**src/sv/lpfd_pkg.sv**
```systemverilog
// shared types, constants and md5 tables for the length-prefixed field deframer
package lpfd_pkg;

    localparam logic [7:0] CH_COLON = 8'h3a;
    localparam logic [7:0] CH_I     = 8'h69;
    localparam int unsigned TAIL_SKIP  = 37;
    localparam int unsigned DL_AW      = 6;
    localparam int unsigned DIG_CHARS  = 32;

    localparam logic [2:0] ST_OK       = 3'd0;
    localparam logic [2:0] ST_BAD_HDR  = 3'd1;
    localparam logic [2:0] ST_EMPTY    = 3'd2;
    localparam logic [2:0] ST_FEW      = 3'd3;
    localparam logic [2:0] ST_MISMATCH = 3'd4;

    localparam logic [127:0] MD5_INIT = 128'h10325476_98badcfe_efcdab89_67452301;

    localparam logic [31:0] MD5_K [0:63] = '{
        32'hd76aa478, 32'he8c7b756, 32'h242070db, 32'hc1bdceee,
        32'hf57c0faf, 32'h4787c62a, 32'ha8304613, 32'hfd469501,
        32'h698098d8, 32'h8b44f7af, 32'hffff5bb1, 32'h895cd7be,
        32'h6b901122, 32'hfd987193, 32'ha679438e, 32'h49b40821,
        32'hf61e2562, 32'hc040b340, 32'h265e5a51, 32'he9b6c7aa,
        32'hd62f105d, 32'h02441453, 32'hd8a1e681, 32'he7d3fbc8,
        32'h21e1cde6, 32'hc33707d6, 32'hf4d50d87, 32'h455a14ed,
        32'ha9e3e905, 32'hfcefa3f8, 32'h676f02d9, 32'h8d2a4c8a,
        32'hfffa3942, 32'h8771f681, 32'h6d9d6122, 32'hfde5380c,
        32'ha4beea44, 32'h4bdecfa9, 32'hf6bb4b60, 32'hbebfbc70,
        32'h289b7ec6, 32'heaa127fa, 32'hd4ef3085, 32'h04881d05,
        32'hd9d4d039, 32'he6db99e5, 32'h1fa27cf8, 32'hc4ac5665,
        32'hf4292244, 32'h432aff97, 32'hab9423a7, 32'hfc93a039,
        32'h655b59c3, 32'h8f0ccc92, 32'hffeff47d, 32'h85845dd1,
        32'h6fa87e4f, 32'hfe2ce6e0, 32'ha3014314, 32'h4e0811a1,
        32'hf7537e82, 32'hbd3af235, 32'h2ad7d2bb, 32'heb86d391
    };

    localparam logic [4:0] MD5_ROT [0:15] = '{
        5'd7, 5'd12, 5'd17, 5'd22, 5'd5, 5'd9, 5'd14, 5'd20,
        5'd4, 5'd11, 5'd16, 5'd23, 5'd6, 5'd10, 5'd15, 5'd21
    };

    // message word used in a round
    function automatic logic [3:0] md5_g(input logic [5:0] r);
        logic [5:0] t;
        begin
            t = 6'd0;
            case (r[5:4])
                2'd0: t = r;
                2'd1: t = 6'(r * 6'd5 + 6'd1);
                2'd2: t = 6'(r * 6'd3 + 6'd5);
                default: t = 6'(r * 6'd7);
            endcase
            md5_g = t[3:0];
        end
    endfunction

    // hex character to {valid, nibble}
    function automatic logic [4:0] hex_nib(input logic [7:0] ch);
        begin
            if (ch >= 8'h30 && ch <= 8'h39) hex_nib = {1'b1, 4'(ch - 8'h30)};
            else if (ch >= 8'h61 && ch <= 8'h66) hex_nib = {1'b1, 4'(ch - 8'h57)};
            else if (ch >= 8'h41 && ch <= 8'h46) hex_nib = {1'b1, 4'(ch - 8'h37)};
            else hex_nib = 5'd0;
        end
    endfunction

    typedef struct packed {
        logic step;
        logic pad_begin;
        logic compare;
        logic load_status;
        logic clear;
    } lpfd_cmd_t;

    typedef struct packed {
        logic out_valid;
        logic need_digest;
    } lpfd_sts_t;

    typedef struct packed {
        logic       feed;
        logic [7:0] feed_byte;
        logic       pad_begin;
        logic       clear;
    } lpfd_md5_cmd_t;

endpackage

```
**src/sv/lpfd_md5.sv**
```systemverilog
// md5 engine: byte intake, block store, one round per cycle, padding
module lpfd_md5 (
    input  logic                   aclk,
    input  logic                   aresetn,
    input  lpfd_pkg::lpfd_md5_cmd_t cmd,
    output logic                   busy,
    output logic [127:0]           chain
);
    import lpfd_pkg::*;

    typedef enum logic [3:0] {
        PAD_OFF   = 4'b0001,
        PAD_FIRST = 4'b0010,
        PAD_ZERO  = 4'b0100,
        PAD_LEN   = 4'b1000
    } pad_t;

    logic [127:0] chain_reg;
    logic [63:0]  cnt_reg, bits_reg;
    logic [23:0]  part_reg;
    logic [31:0]  blk_mem [0:15];
    logic [31:0]  w_reg;
    logic         comp_reg, fin_reg;
    logic [5:0]   rnd_reg;
    logic [31:0]  a_reg, b_reg, c_reg, d_reg;
    pad_t         pad_reg, pad_next;
    logic [2:0]   len_idx_reg;

    logic [5:0]  at;
    logic        idle_eng, pad_feed, wr_en;
    logic [7:0]  wr_byte;
    logic [31:0] f, tmp, b_new;
    logic [63:0] rot2;
    logic [4:0]  s;

    assign at       = cnt_reg[8:3];
    assign idle_eng = !comp_reg && !fin_reg;
    assign busy     = comp_reg || fin_reg || (pad_reg != PAD_OFF);
    assign chain    = chain_reg;

    // padding byte source
    always_comb begin
        pad_feed = 1'b0;
        wr_byte  = cmd.feed_byte;
        pad_next = pad_reg;
        case (pad_reg)
            PAD_FIRST: begin
                if (idle_eng) begin
                    pad_feed = 1'b1;
                    wr_byte  = 8'h80;
                    pad_next = PAD_ZERO;
                end
            end
            PAD_ZERO: begin
                if (idle_eng) begin
                    if (at == 6'd56) begin
                        pad_next = PAD_LEN;
                    end else begin
                        pad_feed = 1'b1;
                        wr_byte  = 8'h00;
                    end
                end
            end
            PAD_LEN: begin
                if (idle_eng) begin
                    pad_feed = 1'b1;
                    wr_byte  = bits_reg[8*len_idx_reg +: 8];
                    if (len_idx_reg == 3'd7) pad_next = PAD_OFF;
                end
            end
            default: ;
        endcase
    end

    assign wr_en = cmd.feed || pad_feed;

    // round function
    always_comb begin
        case (rnd_reg[5:4])
            2'd0: f = (b_reg & c_reg) | (~b_reg & d_reg);
            2'd1: f = (d_reg & b_reg) | (~d_reg & c_reg);
            2'd2: f = b_reg ^ c_reg ^ d_reg;
            default: f = c_reg ^ (b_reg | ~d_reg);
        endcase
        s     = MD5_ROT[{rnd_reg[5:4], rnd_reg[1:0]}];
        tmp   = a_reg + f + MD5_K[rnd_reg] + w_reg;
        rot2  = {tmp, tmp} << s;
        b_new = b_reg + rot2[63:32];
    end

    // block store, written a word at a time, read one word per round
    always_ff @(posedge aclk) begin
        if (wr_en && at[1:0] == 2'd3) begin
            blk_mem[at[5:2]] <= {wr_byte, part_reg};
        end
        w_reg <= blk_mem[comp_reg ? md5_g(rnd_reg + 6'd1) : 4'd0];
    end

    // partial word assembly
    always_ff @(posedge aclk) begin
        if (wr_en && at[1:0] != 2'd3) begin
            part_reg[8*at[1:0] +: 8] <= wr_byte;
        end
    end

    // byte count, compression control, padding sequence
    always_ff @(posedge aclk) begin
        if (!aresetn || cmd.clear) begin
            chain_reg   <= MD5_INIT;
            cnt_reg     <= 64'd0;
            comp_reg    <= 1'b0;
            fin_reg     <= 1'b0;
            rnd_reg     <= 6'd0;
            pad_reg     <= PAD_OFF;
            len_idx_reg <= 3'd0;
        end else begin
            pad_reg <= pad_next;
            if (cmd.pad_begin) begin
                pad_reg     <= PAD_FIRST;
                bits_reg    <= cnt_reg;
                len_idx_reg <= 3'd0;
            end
            if (pad_reg == PAD_LEN && pad_feed) begin
                len_idx_reg <= len_idx_reg + 3'd1;
            end
            if (wr_en) begin
                cnt_reg <= cnt_reg + 64'd8;
                if (at == 6'd63) begin
                    comp_reg <= 1'b1;
                    rnd_reg  <= 6'd0;
                    a_reg    <= chain_reg[31:0];
                    b_reg    <= chain_reg[63:32];
                    c_reg    <= chain_reg[95:64];
                    d_reg    <= chain_reg[127:96];
                end
            end
            if (comp_reg) begin
                a_reg   <= d_reg;
                d_reg   <= c_reg;
                c_reg   <= b_reg;
                b_reg   <= b_new;
                rnd_reg <= rnd_reg + 6'd1;
                if (rnd_reg == 6'd63) begin
                    comp_reg <= 1'b0;
                    fin_reg  <= 1'b1;
                end
            end
            if (fin_reg) begin
                fin_reg   <= 1'b0;
                chain_reg <= {chain_reg[127:96] + d_reg, chain_reg[95:64] + c_reg,
                              chain_reg[63:32] + b_reg, chain_reg[31:0] + a_reg};
            end
        end
    end

    // a byte from outside never lands while the engine works
    a_feed_idle: assert property (@(posedge aclk) disable iff (!aresetn)
        cmd.feed |-> !busy) else $error("md5 feed while busy");
    // rounds and final add never overlap
    a_comp_fin: assert property (@(posedge aclk) disable iff (!aresetn)
        !(comp_reg && fin_reg)) else $error("md5 round and final add overlap");
    // last round hands over to the final add
    a_last_round: assert property (@(posedge aclk) disable iff (!aresetn || cmd.clear)
        (comp_reg && rnd_reg == 6'd63) |=> fin_reg) else $error("md5 final add missed");

endmodule

```
**src/sv/lpfd_datapath.sv**
```systemverilog
// field parser, hash delay line, digest store and result register
module lpfd_datapath #(
    parameter int LENGTH_BITS = 16,
    parameter int INDEX_BITS  = 8
) (
    input  logic                    aclk,
    input  logic                    aresetn,
    input  logic                    cfg_we,
    input  logic                    cfg_wdata,
    input  logic [7:0]              in_byte,
    input  logic                    in_eom,
    input  lpfd_pkg::lpfd_cmd_t     cmd,
    input  logic [127:0]            chain,
    output lpfd_pkg::lpfd_sts_t     sts,
    output lpfd_pkg::lpfd_md5_cmd_t md5_cmd,
    input  logic                    out_ready,
    output logic                    out_kind,
    output logic [7:0]              out_index,
    output logic [7:0]              out_value,
    output logic                    out_end,
    output logic [2:0]              out_status,
    output logic                    out_final
);
    import lpfd_pkg::*;

    localparam int LB = LENGTH_BITS;
    localparam int IB = INDEX_BITS;
    localparam logic [IB-1:0] IMAX = (IB >= 8) ? IB'(255) : {IB{1'b1}};
    localparam logic [DL_AW-1:0] DL_LAST = DL_AW'(TAIL_SKIP - 1);
    localparam logic [DL_AW-1:0] DL_FULL = DL_AW'(TAIL_SKIP);

    typedef enum logic [6:0] {
        PH_LEAD   = 7'b0000001,
        PH_TYPE   = 7'b0000010,
        PH_DIGITS = 7'b0000100,
        PH_TAIL   = 7'b0001000,
        PH_VALUE  = 7'b0010000,
        PH_SKIP   = 7'b0100000,
        PH_DEAD   = 7'b1000000
    } phase_t;

    logic          check_reg;
    phase_t        phase_reg, phase_next;
    logic [LB-1:0] acc_reg, acc_next, rem_reg, rem_next;
    logic [IB-1:0] fc_reg, fc_next;
    logic [7:0]    cur_reg, cur_next;
    logic [2:0]    err_reg, err_next;
    logic [31:0]   pos_reg, pos_next, hs_reg, hs_next;
    logic [5:0]    dfill_reg, dfill_next;
    logic [7:0]    dig_reg [0:DIG_CHARS-1];
    logic [7:0]    dl_mem [0:TAIL_SKIP-1];
    logic [DL_AW-1:0] ptr_reg, ptr_next, dl_fill_reg;
    logic [7:0]    dl_rd_reg;
    logic [2:0]    st_reg, st_pre;
    logic          need_reg, mis_reg, mismatch;
    logic          val_res, open_f, dig_wr, hash_en;
    logic [LB+3:0] acc_x10;
    logic [32:0]   hs_sum;

    logic          ov_reg, kind_reg, end_reg, fin_reg;
    logic [7:0]    idx_reg, vb_reg;
    logic [2:0]    ost_reg;

    // parser next state
    always_comb begin
        phase_next = phase_reg;
        acc_next   = acc_reg;
        rem_next   = rem_reg;
        fc_next    = fc_reg;
        cur_next   = cur_reg;
        err_next   = err_reg;
        hs_next    = hs_reg;
        dfill_next = dfill_reg;
        val_res    = 1'b0;
        open_f     = 1'b0;
        dig_wr     = 1'b0;
        acc_x10    = {1'b0, acc_reg, 3'b000} + {3'b000, acc_reg, 1'b0}
                   + {{LB{1'b0}}, 4'(in_byte - 8'h30)};
        hs_sum     = {1'b0, pos_reg} + 33'd1 + 33'(acc_reg);
        case (phase_reg)
            PH_LEAD: begin
                if (in_byte == CH_COLON) phase_next = PH_TYPE;
                else begin
                    err_next = ST_BAD_HDR;
                    phase_next = PH_DEAD;
                end
            end
            PH_TYPE: begin
                if (in_byte == CH_COLON) begin
                    err_next   = (fc_reg == '0) ? ST_BAD_HDR : ST_EMPTY;
                    phase_next = PH_DEAD;
                end else if (fc_reg == '0 && in_byte != CH_I) begin
                    err_next   = ST_BAD_HDR;
                    phase_next = PH_DEAD;
                end else begin
                    acc_next   = '0;
                    phase_next = PH_DIGITS;
                end
            end
            PH_DIGITS: begin
                if (in_byte == CH_COLON) open_f = 1'b1;
                else if (in_byte >= 8'h30 && in_byte <= 8'h39) begin
                    acc_next = (acc_x10[LB+3:LB] != 4'd0) ? {LB{1'b1}} : acc_x10[LB-1:0];
                end else phase_next = PH_TAIL;
            end
            PH_TAIL: begin
                if (in_byte == CH_COLON) open_f = 1'b1;
            end
            PH_VALUE: begin
                val_res = 1'b1;
                if (dfill_reg < 6'(DIG_CHARS)) begin
                    dig_wr     = 1'b1;
                    dfill_next = dfill_reg + 6'd1;
                end
                rem_next = rem_reg - LB'(1);
                if (rem_reg == LB'(1)) phase_next = PH_SKIP;
            end
            PH_SKIP: phase_next = PH_TYPE;
            default: ;
        endcase
        // opening a field after its type
        if (open_f) begin
            cur_next = 8'(fc_reg);
            if (fc_reg < IMAX) fc_next = fc_reg + IB'(1);
            if (fc_reg == '0) hs_next = hs_sum[32] ? 32'hffffffff : hs_sum[31:0];
            dfill_next = 6'd0;
            if (acc_reg == '0) phase_next = PH_SKIP;
            else begin
                rem_next   = acc_reg;
                phase_next = PH_VALUE;
            end
        end
        pos_next = (pos_reg != 32'hffffffff) ? pos_reg + 32'd1 : pos_reg;
        // status known at the end of the message
        st_pre = err_next;
        if (st_pre == ST_OK && (fc_next == '0 || pos_next < hs_next)) st_pre = ST_BAD_HDR;
        if (st_pre == ST_OK && fc_next <= IB'(2)) st_pre = ST_FEW;
    end

    // hash delay line control
    assign hash_en  = cmd.step && fc_reg != '0 && pos_reg >= hs_reg;
    assign ptr_next = cmd.clear ? '0 :
                      hash_en ? ((ptr_reg == DL_LAST) ? '0 : ptr_reg + DL_AW'(1)) : ptr_reg;

    always_comb begin
        md5_cmd.feed      = hash_en && dl_fill_reg == DL_FULL;
        md5_cmd.feed_byte = dl_rd_reg;
        md5_cmd.pad_begin = cmd.pad_begin;
        md5_cmd.clear     = cmd.clear;
    end

    // delay line memory
    always_ff @(posedge aclk) begin
        if (hash_en) dl_mem[ptr_reg] <= in_byte;
        dl_rd_reg <= dl_mem[ptr_next];
    end

    // digest characters of the current field
    always_ff @(posedge aclk) begin
        if (cmd.step && dig_wr) dig_reg[dfill_reg[4:0]] <= in_byte;
    end

    // compare the digest against the hex characters
    always_comb begin
        logic [7:0] c1, c2, want, got;
        logic [4:0] h1, h2;
        mismatch = 1'b0;
        for (int i = 0; i < 16; i++) begin
            c1   = (6'(2*i) < dfill_reg) ? dig_reg[2*i] : 8'd0;
            c2   = (6'(2*i+1) < dfill_reg) ? dig_reg[2*i+1] : 8'd0;
            h1   = hex_nib(c1);
            h2   = hex_nib(c2);
            want = !h1[4] ? 8'd0 : (h2[4] ? {h1[3:0], h2[3:0]} : {4'd0, h1[3:0]});
            got  = chain[8*i +: 8];
            if (want != got) mismatch = 1'b1;
        end
    end

    // configuration register
    always_ff @(posedge aclk) begin
        if (!aresetn) check_reg <= 1'b0;
        else if (cfg_we) check_reg <= cfg_wdata;
    end

    // parser state
    always_ff @(posedge aclk) begin
        if (!aresetn || cmd.clear) begin
            phase_reg   <= PH_LEAD;
            acc_reg     <= '0;
            rem_reg     <= '0;
            fc_reg      <= '0;
            cur_reg     <= 8'd0;
            err_reg     <= ST_OK;
            pos_reg     <= 32'd0;
            hs_reg      <= 32'd0;
            dfill_reg   <= 6'd0;
            ptr_reg     <= '0;
            dl_fill_reg <= '0;
            need_reg    <= 1'b0;
            mis_reg     <= 1'b0;
            st_reg      <= ST_OK;
        end else begin
            if (cmd.step) begin
                phase_reg <= phase_next;
                acc_reg   <= acc_next;
                rem_reg   <= rem_next;
                fc_reg    <= fc_next;
                cur_reg   <= cur_next;
                err_reg   <= err_next;
                pos_reg   <= pos_next;
                hs_reg    <= hs_next;
                dfill_reg <= dfill_next;
                if (in_eom) begin
                    st_reg   <= st_pre;
                    need_reg <= (st_pre == ST_OK) && check_reg;
                end
            end
            ptr_reg <= ptr_next;
            if (hash_en && dl_fill_reg != DL_FULL) dl_fill_reg <= dl_fill_reg + DL_AW'(1);
            if (cmd.compare) mis_reg <= mismatch;
        end
    end

    // result register
    always_ff @(posedge aclk) begin
        if (!aresetn) begin
            ov_reg <= 1'b0;
        end else begin
            if (ov_reg && out_ready) ov_reg <= 1'b0;
            if (cmd.step && val_res) ov_reg <= 1'b1;
            if (cmd.load_status) ov_reg <= 1'b1;
        end
    end

    always_ff @(posedge aclk) begin
        if (cmd.step && val_res) begin
            kind_reg <= 1'b0;
            idx_reg  <= cur_reg;
            vb_reg   <= in_byte;
            end_reg  <= (rem_reg == LB'(1)) || in_eom;
            ost_reg  <= ST_OK;
            fin_reg  <= !in_eom;
        end else if (cmd.load_status) begin
            kind_reg <= 1'b1;
            idx_reg  <= 8'd0;
            vb_reg   <= 8'd0;
            end_reg  <= 1'b0;
            ost_reg  <= mis_reg ? ST_MISMATCH : st_reg;
            fin_reg  <= 1'b1;
        end
    end

    assign sts.out_valid   = ov_reg;
    assign sts.need_digest = need_reg;
    assign out_kind   = kind_reg;
    assign out_index  = idx_reg;
    assign out_value  = vb_reg;
    assign out_end    = end_reg;
    assign out_status = ost_reg;
    assign out_final  = fin_reg;

endmodule

```
**src/sv/lpfd_ctrl.sv**
```systemverilog
// message sequencer: byte intake, end-of-message digest and status
module lpfd_ctrl (
    input  logic                aclk,
    input  logic                aresetn,
    input  logic                in_valid,
    input  logic                in_eom,
    output logic                in_ready,
    input  logic                md5_busy,
    input  lpfd_pkg::lpfd_sts_t sts,
    output lpfd_pkg::lpfd_cmd_t cmd
);
    import lpfd_pkg::*;

    typedef enum logic [3:0] {
        S_IDLE = 4'b0001,
        S_FIN  = 4'b0010,
        S_PAD  = 4'b0100,
        S_STAT = 4'b1000
    } state_t;

    state_t state_reg, state_next;

    // next state and commands
    always_comb begin
        state_next = state_reg;
        cmd        = '0;
        in_ready   = 1'b0;
        case (state_reg)
            S_IDLE: begin
                in_ready = !md5_busy && !sts.out_valid;
                if (in_valid && in_ready) begin
                    cmd.step = 1'b1;
                    if (in_eom) state_next = S_FIN;
                end
            end
            S_FIN: begin
                if (!md5_busy && !sts.out_valid) begin
                    if (sts.need_digest) begin
                        cmd.pad_begin = 1'b1;
                        state_next    = S_PAD;
                    end else begin
                        state_next = S_STAT;
                    end
                end
            end
            S_PAD: begin
                if (!md5_busy) begin
                    cmd.compare = 1'b1;
                    state_next  = S_STAT;
                end
            end
            S_STAT: begin
                if (!sts.out_valid) begin
                    cmd.load_status = 1'b1;
                    cmd.clear       = 1'b1;
                    state_next      = S_IDLE;
                end
            end
            default: state_next = S_IDLE;
        endcase
    end

    always_ff @(posedge aclk) begin
        if (!aresetn) state_reg <= S_IDLE;
        else state_reg <= state_next;
    end

    // a byte is taken only while no result waits
    a_step_free: assert property (@(posedge aclk) disable iff (!aresetn)
        cmd.step |-> !sts.out_valid) else $error("byte taken with result pending");
    // status goes out only over an empty result register
    a_stat_free: assert property (@(posedge aclk) disable iff (!aresetn)
        cmd.load_status |-> !sts.out_valid) else $error("status overwrote result");
    // after the status the sequencer is back to intake
    a_stat_idle: assert property (@(posedge aclk) disable iff (!aresetn)
        cmd.load_status |=> state_reg == S_IDLE) else $error("no return to intake");

endmodule

```
**src/sv/length_prefixed_field_deframer_top.sv**
```systemverilog
// top level of the length-prefixed field deframer with md5 check
//
// channel | ports                         | payload
// input   | s_tvalid s_tready s_tdata s_tlast | data byte, end of message
// result  | m_tvalid m_tready m_tdata m_tlast m_tuser | value byte or status
// config  | cfg_we cfg_wdata              | digest_check
//
// a byte that yields no result does not make the next byte wait for the result
// register; after a value byte the next byte waits until it is emptied.
// every 64 hashed bytes the md5 unit runs 64 rounds and a final add, and the
// input stalls meanwhile; at message end with checking on and a good status,
// padding and one or two more compressions precede the status.
// reset is synchronous and needs no clearing pass; a stall on m_tready holds
// the result and the input alike.
module length_prefixed_field_deframer_top #(
    parameter int LENGTH_BITS = 16,
    parameter int INDEX_BITS  = 8
) (
    input  logic        aclk,
    input  logic        aresetn,
    input  logic        cfg_we,
    input  logic        cfg_wdata,
    input  logic        s_tvalid,
    output logic        s_tready,
    input  logic [7:0]  s_tdata,   // [7:0] data_byte
    input  logic        s_tlast,   // end_of_message
    output logic        m_tvalid,
    input  logic        m_tready,
    output logic [23:0] m_tdata,   // [7:0] field_index, [15:8] value_byte,
                                   // [18:16] status, [19] final_res, rest zero
    output logic        m_tlast,   // field_end
    output logic        m_tuser    // kind
);
    import lpfd_pkg::*;

    lpfd_cmd_t     cmd;
    lpfd_sts_t     sts;
    lpfd_md5_cmd_t md5_cmd;
    logic          md5_busy;
    logic [127:0]  chain;
    logic [7:0]    o_index, o_value;
    logic [2:0]    o_status;
    logic          o_final;

    lpfd_ctrl u_ctrl (
        .aclk     (aclk),
        .aresetn  (aresetn),
        .in_valid (s_tvalid),
        .in_eom   (s_tlast),
        .in_ready (s_tready),
        .md5_busy (md5_busy),
        .sts      (sts),
        .cmd      (cmd)
    );

    lpfd_datapath #(
        .LENGTH_BITS (LENGTH_BITS),
        .INDEX_BITS  (INDEX_BITS)
    ) u_dp (
        .aclk       (aclk),
        .aresetn    (aresetn),
        .cfg_we     (cfg_we),
        .cfg_wdata  (cfg_wdata),
        .in_byte    (s_tdata),
        .in_eom     (s_tlast),
        .cmd        (cmd),
        .chain      (chain),
        .sts        (sts),
        .md5_cmd    (md5_cmd),
        .out_ready  (m_tready),
        .out_kind   (m_tuser),
        .out_index  (o_index),
        .out_value  (o_value),
        .out_end    (m_tlast),
        .out_status (o_status),
        .out_final  (o_final)
    );

    lpfd_md5 u_md5 (
        .aclk    (aclk),
        .aresetn (aresetn),
        .cmd     (md5_cmd),
        .busy    (md5_busy),
        .chain   (chain)
    );

    assign m_tvalid = sts.out_valid;
    assign m_tdata  = {4'd0, o_final, o_status, o_value, o_index};

endmodule

```
**config.mk**
```make
export PLATFORM = sky130hd
export DESIGN_NAME = length_prefixed_field_deframer_top
export DESIGN_NICKNAME = d
export VERILOG_FILES = /design/src/sv/lpfd_pkg.sv /design/src/sv/lpfd_md5.sv /design/src/sv/lpfd_datapath.sv /design/src/sv/lpfd_ctrl.sv /design/src/sv/length_prefixed_field_deframer_top.sv
export SDC_FILE = /design/constraint.sdc
export NUM_CORES = 2
export LEC_CHECK = 0
export BUFFER_PORTS_ARGS = -buffer_cell sky130_fd_sc_hd__buf_2
export CAP_MARGIN = 40
export CELL_PAD_IN_SITES_DETAIL_PLACEMENT = 0
export CELL_PAD_IN_SITES_GLOBAL_PLACEMENT = 1
export CORE_MARGIN = 2
export CORE_UTILIZATION = 35
export CTS_BUF_LIST = sky130_fd_sc_hd__clkbuf_4 sky130_fd_sc_hd__clkbuf_8
export CTS_CLUSTER_DIAMETER = 30
export DETAILED_ROUTE_END_ITERATION = 10
export PLACE_DENSITY = 0.69
export SLEW_MARGIN = 20
export SYNTH_ARGS = -nofsm -noshare
export SYNTH_HDL_FRONTEND = slang
export SYNTH_HIERARCHICAL = 1
export SYNTH_SLANG_ARGS = --single-unit
```
**constraint.sdc**
```tcl
create_clock -name aclk -period 10.6 [get_ports aclk]
set_clock_uncertainty 0.1 [all_clocks]
set_input_delay 2.12 -clock aclk [delete_from_list [all_inputs] [get_ports aclk]]
set_output_delay 2.12 -clock aclk [all_outputs]
set_load 0.02 [all_outputs]
```
Word-level counts from Yosys, hierarchy flattened
Memory sizes are Yosys's and may differ from the RTL's. A register that Yosys moved wholly into a read port is not among the register bits.
Cells that the tools add are included.
- $add $sub $neg: 121
- $mul: 3
- $lt $le $gt $ge: 233
- equal/unequal tests: 69
- shifts and indexed selects: 4
- muxes and demuxes: 298
- bitwise gates (word level): 16
- reductions and logical operators: 162
- operators with widths (operator ; count):
    8-bit two-way mux ; 73
    32-bit two-way mux ; 18
    8-bit by 7-bit >= comparator with 1-bit output, second input constant ; 64
    8-bit by 7-bit <= comparator with 1-bit output, second input constant ; 64
    5-bit two-way mux ; 98
    8-bit by 6-bit >= comparator with 1-bit output, second input constant ; 33
    8-bit by 6-bit <= comparator with 1-bit output, second input constant ; 33
    32-bit adder ; 8
    4-bit by 3-bit subtractor with 4-bit output, second input constant ; 64
    4-bit by 1-bit subtractor with 4-bit output, second input constant ; 33
    32-bit AND ; 4
    16-bit two-way mux ; 8
    8-bit != test ; 16
    1-bit logical AND ; 114
    5-bit by 6-bit < comparator with 1-bit output, first input constant ; 16
    32-bit OR ; 3
    32-bit case mux with 3 select lines ; 1
    32-bit XOR ; 3
    64-bit by 4-bit adder with 64-bit output, second input constant ; 1
    32-bit NOT ; 2
    64-bit by 7-bit indexed part select with 8-bit output ; 1
    64-bit by 5-bit << shifter with 64-bit output ; 1
    6-bit two-way mux ; 10
    1-bit two-way mux ; 50
    other kinds (83) ; 188
- bits in registers: 596
- bits in writable memories: 1064
- memory bits (read-only): 2128
- input bits: 15
- output and inout port bits: 28
- word-level logic and storage cells: 948
- memories: 5
- memory list (memory ; words ; bits a word ; read ports ; clocked after Yosys merged registers in ; write ports ; RTL line ; text):
    (name not given) ; 64 ; 32 ; 1 ; 0 ; 0 ; lpfd_md5.sv:86 ; tmp = a_reg + f + MD5_K[rnd_reg] + w_reg;
    u_md5.blk_mem ; 16 ; 32 ; 1 ; 1 ; 1 ; lpfd_md5.sv:21 ; logic [31:0] blk_mem [0:15];
    u_dp.dl_mem ; 37 ; 8 ; 1 ; 1 ; 1 ; lpfd_datapath.sv:51 ; logic [7:0] dl_mem [0:TAIL_SKIP-1];
    u_dp.dig_reg ; 32 ; 8 ; 32 ; 0 ; 1 ; lpfd_datapath.sv:50 ; logic [7:0] dig_reg [0:DIG_CHARS-1];
    (name not given) ; 16 ; 5 ; 1 ; 0 ; 0 ; lpfd_md5.sv:85 ; s = MD5_ROT[{rnd_reg[5:4], rnd_reg[1:0]}];

Logic depth before layout (Yosys ltp)
- depth in word-level cells: 26
- mapped depth: 41
- mapped depth without buffers: 38

Cells and area by module
The synthesis kept the hierarchy.
- modules (own cells, without submodules) (module ; times used ; cells an instance ; area each (um2) ; seq. area each (um2)):
    lpfd_md5 ; 1 ; 4881 ; 54302.1 ; 26495.4
    lpfd_datapath ; 1 ; 4142 ; 41217.0 ; 20299.5
    lpfd_ctrl ; 1 ; 42 ; 319.1 ; 80.1
    length_prefixed_field_deframer_top ; 1 ; 6 ; 41.3 ; 0.0

Worst setup path before layout
No wires, ideal clock.
- kind: input port to flip-flop
- start: in s_tvalid
- end: reg u_md5.a_reg[0], enable pin
- setup time: 0.619 ns
- arrival: 10.669 ns
- data required time: 9.881 ns
- setup slack: -0.788 ns
- stages: 11
- buffers on the path: 0
- path through: and2_1 nand2_1 nor3_1 a22oi_1 nor2_1 nand2b_1 and2_1 nand2_1 nor2_1 nor2_1 nor2_1
- RTL lines (item ; RTL line ; text):
    start, declared ; length_prefixed_field_deframer_top.sv:23 ; input logic s_tvalid,
    end signal, assigned ; lpfd_md5.sv:131 ; a_reg <= chain_reg[31:0];
    end signal, assigned ; lpfd_md5.sv:138 ; a_reg <= d_reg;
    end, declared ; lpfd_md5.sv:25 ; logic [31:0] a_reg, b_reg, c_reg, d_reg;

Worst setup path after layout
- start: reg u_md5.rnd_reg[5]
- end: reg u_md5.b_reg[31] (data pin)
- longest elaborated chain between the ends: 9
- elaborated cells on any way between the ends: 18
- classes of those cells: add/sub (4); eq/ne (2); shift (1); mux (6); bitwise (2); reduce/logical (1); memory (2)
- RTL lines (item ; RTL line ; text):
    start, declared ; lpfd_md5.sv:24 ; logic [5:0] rnd_reg;
    start signal, assigned ; lpfd_md5.sv:142 ; rnd_reg <= rnd_reg + 6'd1;
    parallel branches: the longest is 6 deep, another holds 32-bit adder ; - ;
    64-bit by 5-bit << shifter with 64-bit output (*) ; lpfd_md5.sv:87 ; rot2 = {tmp, tmp} << s;
    32-bit adder (*) ; lpfd_md5.sv:88 ; b_new = b_reg + rot2[63:32];
    32-bit two-way mux (*) ; lpfd_md5.sv:137 ; if (comp_reg) begin
    end signal, assigned ; lpfd_md5.sv:132 ; b_reg <= chain_reg[63:32];
    end signal, assigned ; lpfd_md5.sv:141 ; b_reg <= b_new;
    end, declared ; lpfd_md5.sv:25 ;
Mark *: on every way between the ends. The select of a mux whose other input is x is not followed.
A chain may end at the register's enable or synchronous reset.

==> results.json <==
{
  "io_pins": 43,
  "outcome": "completed",
  "port_buffers": 38,
  "dp_hpwl_um": 229000,
  "drive_gt1_frac": 0.141,
  "critPathTopFamily": "compound AO/OA/AOI/OAI gates",
  "fp.dieH_um": 527,
  "drtAntennaViolNets": 0,
  "die_x_um": 527,
  "drc_errors": 0,
  "p_per_area_mw_per_mm2": 142,
  "yosysTopAreaCellShare": 0.406,
  "max_freq_mhz": 102,
  "rsz0062_at_grt": "no",
  "cp_num_buf_inv": 3,
  "yosys_warnings": 6,
  "worstPathMaxFanout": 35,
  "vias_per_cell": 5.67,
  "synth.distinct_cells": 114,
  "end_kind": "register",
  "synth_fa_ha_area_frac": 0.0726,
  "first_global_vias": 72200,
  "drt-pass1-iter-count": 6,
  "finalSetupViolations": 0,
  "cp.required_ps": 11210,
  "finalCritPeriodShare": 0.925,
  "initial_core_util": 0.351,
  "synth_seq_area_share": 0.489,
  "grtUsageTotal": 0.226,
  "p_total_mw": 15.5,
  "dieArea_sq_mm": 0.278,
  "yosys.cell_count.top_type": "edfxtp_1",
  "worstMarginPinSlew_ps": 1230,
  "postSynthCellCount": 9071,
  "crit_path_top_delay_cell": "fa_1",
  "place_congestion": 0.980,
  "hp-class": "reg -> reg",
  "synth_area_leader_cell": "edfxtp_1",
  "clk_pin_slew_ps": 50,
  "power_leakage_nw": 40.2,
  "min_period_ps": 9800,
  "postCtsSetupBuffers": 0,
  "slew_headroom": 0.183,
  "synth_common_cells": "1295 x edfxtp_1, 922 x nand2_1, 778 x nor2_1",
  "maxCapViolCount": 0,
  "cts_tree": "done",
  "cts_buffer_depth": 4,
  "rows": 192,
  "synth_top_family_by_area": "simple AND/OR/NAND/NOR gates",
  "hold_buffers": 0,
  "timing.setup.tns_ps": 0,
  "crit_path_max_incr_delay_ps": 550,
  "antenna_found_initial": 12,
  "finalHoldViolCount": 0,
  "cts_buffers": 377,
  "clock_latency_ps": 1010,
  "clock_sinks": 1694,
  "fin_hold_ws_ps": 347,
  "htree_num_levels": 5,
  "grt_max_degree": 139,
  "wl_per_cell_um": 24.6,
  "cp_data_arrival_time_ps": 10410,
  "synth_area_sq_mm": 0.0959,
  "worstSetupStartpointType": "register",
  "synth_compound_area_frac": 0.142,
  "worst-setup-path-type": "reg -> reg",
  "syn_to_final_growth_pct": 14.4,
  "synth_mux_area_frac": 0.0741,
  "drt_iter0_markers": 7435,
  "fin_nets": 9811,
  "syn_avg_cell_area_sq_um": 10.6,
  "cts_resized": 0,
  "ys.flop_type": "edfxtp_1",
  "drv_slew": 0,
  "synth_xor_area_frac": 0.0393,
  "synthTopCellsByArea": "edfxtp_1 41%, dfxtp_1 8.3%, ha_1 5.7%",
  "vdd_ir_drop_max_uv": 103,
  "largest_reg_flops": 512,
  "grt_first_pass_wirelength_um": 474000,
  "grt-ovfl-total": 0,
  "num_vias": 74800,
  "fillers": 26000,
  "drt_wl_total_um": 325000,
  "synthSimpleGateAreaFrac": 0.149,
  "clockRootBuffer": "clkbuf_8",
  "synth_seq_cells": 1694,
  "synth_enable_flop_cells": 1295,
  "async_reset_ff_frac": 0,
  "coreArea_sq_mm": 0.273
}
cell usage in the layout, fill, tap and decap left out, types with 262 or more instances in the layout:
cell      netlist  final
ha_1          440    440
dfxtp_1       399    393
nand3_1       266    266
a21oi_1       609    607
clkbuf_8        0    407
xnor2_1       264    262
edfxtp_1     1295   1295
nand2_1       922    919
o21ai_0       439    436
nor2_1        778    757
inv_1         400    399
cell type report:
class / instances / area, sq um / area share
clock buffers: 470 / 6070 / 0.0554
diodes: 8 / 20.0 / 0.000182
multi-input cells: 6548 / 46100 / 0.420
clock inverters: 219 / 2590 / 0.0236
well taps: 3589 / 4490 / 0.0409
inverters: 407 / 1530 / 0.0139
repair buffers: 256 / 2040 / 0.0186
flip-flops and latches: 1694 / 46900 / 0.427
worst min-delay path, stage by stage (launching register included):
cell     delay, ps
dfxtp_1        300
nand2_1         50
a21oi_1         50
metrics by stage:
| step | utilization | setup WS [ps] | cell area [sq um] | instances |
|---|---|---|---|---|
| after global routing | 0.402 | 5.38 | 110000 | 13200 |
| after global placement | 0.368 | 957 | 100000 | 12400 |
| after floorplan | - | 1360 | 95900 | 9074 |
| after CTS | 0.401 | 971 | 109000 | 13200 |
| after detailed placement | 0.369 | 1070 | 101000 | 12500 |
| final | 0.402 | 799 | 110000 | 13200 |
final timing paths:
path | from | endpoint | slack (ps) | cells after the start
max reg2reg | u_md5/rnd_reg[5]$_SDFFE_PP0P_ | u_md5/b_reg[31]$_DFFE_PP_ | 800 | 36
min | u_dp/cur_reg[7]$_SDFFE_PP0P_ | u_dp/cur_reg[7]$_SDFFE_PP0P_ | 350 | 2
min reg2reg | u_dp/cur_reg[7]$_SDFFE_PP0P_ | u_dp/cur_reg[7]$_SDFFE_PP0P_ | 350 | 2
max | u_md5/rnd_reg[5]$_SDFFE_PP0P_ | u_md5/b_reg[31]$_DFFE_PP_ | 800 | 36
kinds of logic (layout without fill, tap and decap cells):
| family | count (synthesis) | after routing |
|---|---|---|
| AOI/OAI and AO/OA | 2112 | 2112 |
| adders and majority gates | 513 | 513 |
| muxes | 506 | 506 |
| and+or+nand+nor | 2984 | 2984 |
| xor gates and xnor gates | 429 | 429 |
| buffers and inverters | 832 | 1352 |
| DFF | 1694 | 1694 |
| other | 1 | 12 |
power breakdown:
part           internal [mW]  switching, mW  leakage (nW)
registers               7.09        0.00557          15.4
clock network           5.08           3.17          4.35
logic                 0.0370          0.150          20.4
metal layers:
metal  GRT usage  part of all wire  vias up
met5           0                 0        -
li1            -                 -    34400
met4      0.0846             0.038        0
met2       0.372              0.47     2713
met1       0.297              0.43    37200
met3      0.0353             0.066      582
Note: power is estimated with default switching activity, not from simulation.
